<file path="src/hw/rtl/wgcf_pkg.sv">
`default_nettype none
package wgcf_pkg;

	localparam int NODE_W = 7;
	localparam int SLOT_W = 18;
	localparam int EPOCH_W = 64;
	localparam int REQ_W = 64;
	localparam int CFG_W = 7;
	localparam int TOTAL_W = 7;
	localparam int RESULT_CAP = 64;
	localparam int EMW = 7;
	localparam int EIW = 6;
	localparam int OP_W = 5;

	localparam logic [OP_W-1:0] OP_IDLE    = 5'd0;
	localparam logic [OP_W-1:0] OP_LK_RD   = 5'd1;
	localparam logic [OP_W-1:0] OP_LK_CMP  = 5'd2;
	localparam logic [OP_W-1:0] OP_ADD_W   = 5'd3;
	localparam logic [OP_W-1:0] OP_ADD_B   = 5'd4;
	localparam logic [OP_W-1:0] OP_ED_WR   = 5'd5;
	localparam logic [OP_W-1:0] OP_S_INIT  = 5'd6;
	localparam logic [OP_W-1:0] OP_S_NEXT  = 5'd7;
	localparam logic [OP_W-1:0] OP_VISIT   = 5'd8;
	localparam logic [OP_W-1:0] OP_VISIT2  = 5'd9;
	localparam logic [OP_W-1:0] OP_STEP    = 5'd10;
	localparam logic [OP_W-1:0] OP_EDGE    = 5'd11;
	localparam logic [OP_W-1:0] OP_LOW     = 5'd12;
	localparam logic [OP_W-1:0] OP_POP     = 5'd13;
	localparam logic [OP_W-1:0] OP_CL_RD   = 5'd14;
	localparam logic [OP_W-1:0] OP_CL_POP  = 5'd15;
	localparam logic [OP_W-1:0] OP_PARENT  = 5'd16;
	localparam logic [OP_W-1:0] OP_PAR2    = 5'd17;
	localparam logic [OP_W-1:0] OP_PAR3    = 5'd18;
	localparam logic [OP_W-1:0] OP_O_START = 5'd19;
	localparam logic [OP_W-1:0] OP_O_EMPTY = 5'd20;
	localparam logic [OP_W-1:0] OP_O_RD    = 5'd21;
	localparam logic [OP_W-1:0] OP_O_VT    = 5'd22;
	localparam logic [OP_W-1:0] OP_O_SHOW  = 5'd23;

	typedef struct packed {
		logic [NODE_W-1:0]  node;
		logic [SLOT_W-1:0]  slot;
		logic [EPOCH_W-1:0] epoch;
		logic [REQ_W-1:0]   request;
	} vtx_t;

	typedef struct packed {
		logic [OP_W-1:0] op;
		logic            load;
	} cmd_t;

	typedef struct packed {
		logic edge_full;
		logic final_q;
		logic lk_end;
		logic fits;
		logic s_end;
		logic s_vis;
		logic cur_ok;
		logic w_vis;
		logic w_onstk;
		logic is_root;
		logic cl_done;
		logic wtop_zero;
		logic emit_zero;
		logic out_last;
	} st_t;

endpackage
`default_nettype wire

</file>
<file path="src/hw/rtl/wgcf_ctrl.sv">
`default_nettype none
module wgcf_ctrl (
	input  wire              clk,
	input  wire              arst_n,
	input  wire              start,
	input  wgcf_pkg::st_t    st,
	output logic             busy,
	output wgcf_pkg::cmd_t   cmd
);
	import wgcf_pkg::*;

	logic [OP_W-1:0] state_q;
	logic [OP_W-1:0] state_d;

	assign busy = (state_q != OP_IDLE);
	assign cmd.op = state_q;
	assign cmd.load = start && (state_q == OP_IDLE);

	always_comb begin
		state_d = state_q;
		case (state_q)
			OP_IDLE: begin
				if (start) state_d = OP_LK_RD;
			end
			OP_LK_RD: begin
				if (st.edge_full) state_d = st.final_q ? OP_S_INIT : OP_IDLE;
				else if (st.lk_end) state_d = OP_ADD_W;
				else state_d = OP_LK_CMP;
			end
			OP_LK_CMP: state_d = OP_LK_RD;
			OP_ADD_W: begin
				if (!st.fits) state_d = st.final_q ? OP_S_INIT : OP_IDLE;
				else state_d = OP_ADD_B;
			end
			OP_ADD_B: state_d = OP_ED_WR;
			OP_ED_WR: state_d = st.final_q ? OP_S_INIT : OP_IDLE;
			OP_S_INIT: state_d = OP_S_NEXT;
			OP_S_NEXT: begin
				if (st.s_end) state_d = OP_O_START;
				else if (!st.s_vis) state_d = OP_VISIT;
			end
			OP_VISIT: state_d = OP_VISIT2;
			OP_VISIT2: state_d = OP_STEP;
			OP_STEP: state_d = st.cur_ok ? OP_EDGE : OP_POP;
			OP_EDGE: begin
				if (!st.w_vis) state_d = OP_VISIT;
				else if (st.w_onstk) state_d = OP_LOW;
				else state_d = OP_STEP;
			end
			OP_LOW: state_d = OP_STEP;
			OP_POP: state_d = st.is_root ? OP_CL_RD : OP_PARENT;
			OP_CL_RD: state_d = OP_CL_POP;
			OP_CL_POP: state_d = st.cl_done ? OP_PARENT : OP_CL_RD;
			OP_PARENT: state_d = st.wtop_zero ? OP_S_NEXT : OP_PAR2;
			OP_PAR2: state_d = OP_PAR3;
			OP_PAR3: state_d = OP_STEP;
			OP_O_START: state_d = st.emit_zero ? OP_O_EMPTY : OP_O_RD;
			OP_O_EMPTY: state_d = OP_IDLE;
			OP_O_RD: state_d = OP_O_VT;
			OP_O_VT: state_d = OP_O_SHOW;
			OP_O_SHOW: state_d = st.out_last ? OP_IDLE : OP_O_RD;
			default: state_d = OP_IDLE;
		endcase
	end

	always_ff @(posedge clk or negedge arst_n) begin
		if (!arst_n) state_q <= OP_IDLE;
		else state_q <= state_d;
	end

endmodule
`default_nettype wire

</file>
<file path="config.mk">
export PLATFORM = sky130hd
export DESIGN_NAME = wgcf_ctrl
export DESIGN_NICKNAME = d
export VERILOG_FILES = /design/src/hw/rtl/wgcf_pkg.sv /design/src/hw/rtl/wgcf_ctrl.sv
export SDC_FILE = /design/constraint.sdc
export NUM_CORES = 1
export LEC_CHECK = 0
export ABC_AREA = 1
export ABC_CLOCK_PERIOD_IN_PS = 2300
export BUFFER_PORTS_ARGS = -buffer_cell sky130_fd_sc_hd__buf_2
export CAP_MARGIN = 15
export CORE_UTILIZATION = 49
export DETAILED_ROUTE_END_ITERATION = 7
export PLACE_DENSITY = 0.87
export SYNTH_ARGS = -nofsm -noshare
export SYNTH_HDL_FRONTEND = slang
export SYNTH_SLANG_ARGS = --single-unit
</file>
<file path="constraint.sdc">
create_clock -name clk -period 2.3 [get_ports clk]
set_input_delay 0.23 -clock clk [delete_from_list [all_inputs] [get_ports clk]]
set_output_delay 0.23 -clock clk [all_outputs]
set_load 0.02 [all_outputs]
</file>
==> results.md <==
- The run finished with clean final reports.
- The largest stage delay on the critical path is 560 ps.
- TritonCTS created 3 clock buffers.
- The final-report hold violation count is 0.
- The die is 40.1 um wide.
- The mean number of vias per cell is 5.51.
- Entering global routing, the biggest net connects 14 pins.
- The register with the most flip-flops is state_q.
- The worst setup path category is register to primary output.
- The global-route congestion overflow total is 0.
- The most numerous cell type found on the critical path is nor2_1.
- The global-route usage over all layers is slightly below 30%.
- The net count of the mapped netlist is 146.
- The clock sink count is 5.
- The end point of the critical path is cmd[0].
- The final setup skew is 10.3 ps.
- The most used routing layer is met2.
- The met3 capacity usage during global routing is slightly below 9%.
- The endpoint of the lowest-slack register-to-register path is state_q[0].
- In this run the worst setup path begins at state_q[4].
- The number of nets still failing antenna checks after routing is 0.
- The register with the most flip-flops in the layout has 5 of them.
- The final critical path time including I/O delays and setup is 1900 ps.
- The clock tree from TritonCTS is yes.
- Headroom to the max-slew limit came out at 66.2%.
- The top-level port count is 24.
- No sink is reached through more buffers than the 2 on the longest clock path.
- Timing would allow up to 527 MHz.
- The routed wirelength normalized by instance count is 11.6 um.
- The cell with the largest stage delay on the worst path is dfrtp_1.
- In this run the worst hold path is classified as input port to register.
- The worst supply voltage drop on vdd is 719 uV.
- Max-cap violations in this run came to 0.
- The total negative slack is 0 ps.
- The initial core utilization is 53.4%.
- The core region is 0.00133 mm2.
- The via count of the first global-routing pass was ~750.
- The flip-flop and latch count after synthesis is 5.
- The number of unique standard cell types used by synthesis is 15.
- The total power of the final layout is 1.05 mW.
- Global routing used 38.2% of the available met1 tracks.
- The tree is rooted in a clkbuf_4.
- The leakage power figure is 0.516 nW.
- The largest registers in the layout are state_q x5.
- The HPWL after detailed placement is 1620 um.
- STA classifies the critical path startpoint as a register.
- The number of buffers and inverters on the critical path is 2.
- The floorplan has 13 rows.
- Relative to the synthesized area, the layout overhead comes to 20.2%.
- At the worst endpoint, the required time is 2070 ps.
- The critical path goes through nor2_1 -> nand2_1 -> nor2_1 -> inv_1 -> nor2_1 -> buf_2.
- The met2 track demand over resource is 43.5%.
- The first TritonRoute pass finished after 4 iterations.
- Setup violations remaining at the end of the flow were counted as 0.
- The floorplan step set the die height to ~40 um.
- In this run the critical register-to-register path is launched from state_q[4].
- For the worst flop-to-flop path, the logic depth is 7.
- The clock reaches the later pin of the worst-skew pair after between 200 and 300 ps.
- The post-synthesis instance total is ~130.
- The number of buffers inserted to repair setup after CTS is 0.
- The signal arrival time at the worst endpoint is 1670 ps.
- In this run the number of H-tree levels came out at 1.
- The first global-routing pass estimated 3090 um of wire.
- The die covers ~0.0016 mm2.
- Across all layers, the routed design uses around 940 vias.
- STA classifies the critical path endpoint as a primary output.
- The period utilization is about 80%.
- The final layout contains routed wiring with a total length of 1980 um.
- The mean area per synthesized cell is 5.52 um2.
- In this run the tool buffered the top-level ports with 23 buffer cells.
- Power spread over the standard cell area amounts to about 1200 mW/mm2.
- The slew of the pin with the lowest slew margin is 507 ps.
- The synthesized area is ~710 um2.
- The number of antenna violations at the first check in global routing is 0.
- At the end of the flow the core is filled with cells to 64.2%.
- For this run, the post-layout net count is 173.
- The congestion estimate from routability-driven global placement came to approximately 0.96.
- 0 antenna diodes ended up in the layout.
- Grouping stages by cell kind, the critical path spends the most delay in simple AND/OR/NAND/NOR gates.
- In this run the number of cells on the critical path is 6.
- The worst register-to-register path has a setup slack of 760 ps.
- Yosys printed 0 warnings.
- The residual DRC count is 0.
- Setup repair after global routing left no endpoint under its margin.
- In this run, the number of DRC markers left after iteration 0 of detailed routing was 65.
- The part of the Yosys area used for sequential elements is 17.6%.
- The max-slew violation count is 0.
- In this run the worst path has a maximum fanout of 13.
- The fraction of final layout cells sized beyond drive strength 1 is between 20% and 30%.
- The clock-pin slew of the registers on the worst-case setup and hold paths is ~50 ps.
## how the worst min path moves through the flow
stage | endpoint | slack, ps | start | cells after the start
floorplan | state_q[0] | -70 | arst_n | 0
global placement | state_q[0] | 50 | arst_n | 1
detailed placement | state_q[0] | 50 | arst_n | 1
CTS | state_q[4] | 300 | st[4] | 4
global route | state_q[4] | 330 | st[4] | 4
finish | state_q[4] | 300 | st[4] | 4
## cell usage in the layout (no fill, tap or decap)
master         instances
buf_4                  1
clkbuf_4               3
nand2_1               32
nor2_1                26
clkbuf_1               1
nand2_2                1
nand3_1               25
dlygate4sd3_1          1
o211ai_1               2
a21oi_1                1
and3_1                 1
inv_2                  2
nand4_1                8
inv_1                 17
o21ai_0                1
buf_2                 23
dfrtp_1                5
or2_2                  1
nor2_4                 4
## what timing repair did
item / CTS / global route
resized for setup: 0 / 0
hold buffers: 1 / 0
endpoints found under the hold margin: 5 / 0
## where the power goes
group	switching, mW	internal, mW	total, mW
clock	0.0392	0.0658	0.105
combinational	0.475	0.232	0.707
sequential	0.103	0.131	0.234
## metal layers
| layer | up-vias | routed length [um] |
|---|---|---|
| met3 | 5 | 202 |
| met1 | 406 | 838 |
| met5 | - | 0 |
| met2 | 56 | 894 |
| met4 | 0 | 41 |
| li1 | 469 | - |
## stage by stage
stage / setup WS (ps) / instances / area (um2) / hold slack, ps
2_1_floorplan: 712 / 129 / 712 / -65.6
3_3_place_gp: 749 / 165 / 820 / 45.8
3_5_place_dp: 687 / 165 / 820 / 49.0
4_1_cts: 410 / 170 / 856 / 301
5_1_grt: 211 / 170 / 856 / 330
6_report: 403 / 170 / 856 / 298
## layout make-up
class	count	area, um2
tap	15	18.8
timing repair buffer	25	133
multi-input combinational	102	482
clock buffer	4	26.3
fill	139	478
sequential	5	125
inverter	19	71.3
## cells by family after synthesis
kind of cell    count (synthesis)  share of synthesized area (%)
compound gates                  4                           3.51
simple gates                   98                           64.1
buf+inv                        22                           14.8
flops                           5                           17.6
## tightest hold or removal path, delay by kind of cell
family | cells | cell delay, ps
AND/OR/NAND/NOR | 3 | 190
buffers and inverters | 1 | 90
## cell usage after synthesis
cell | n | area [um2]
nand2_1 | 32 | 120
nor2_1 | 26 | 97.6
nand3_1 | 25 | 125
inv_1 | 17 | 63.8
nand4_1 | 8 | 50.1
dfrtp_1 | 5 | 125
nor2_4 | 4 | 45.0
buf_6 | 3 | 33.8
inv_2 | 2 | 7.51
o211ai_1 | 2 | 15.0
a21oi_1 | 1 | 5.00
and3_1 | 1 | 6.26
nand2_2 | 1 | 6.26
o21ai_0 | 1 | 5.00
or2_2 | 1 | 6.26
(Power assumes the default switching activity.)
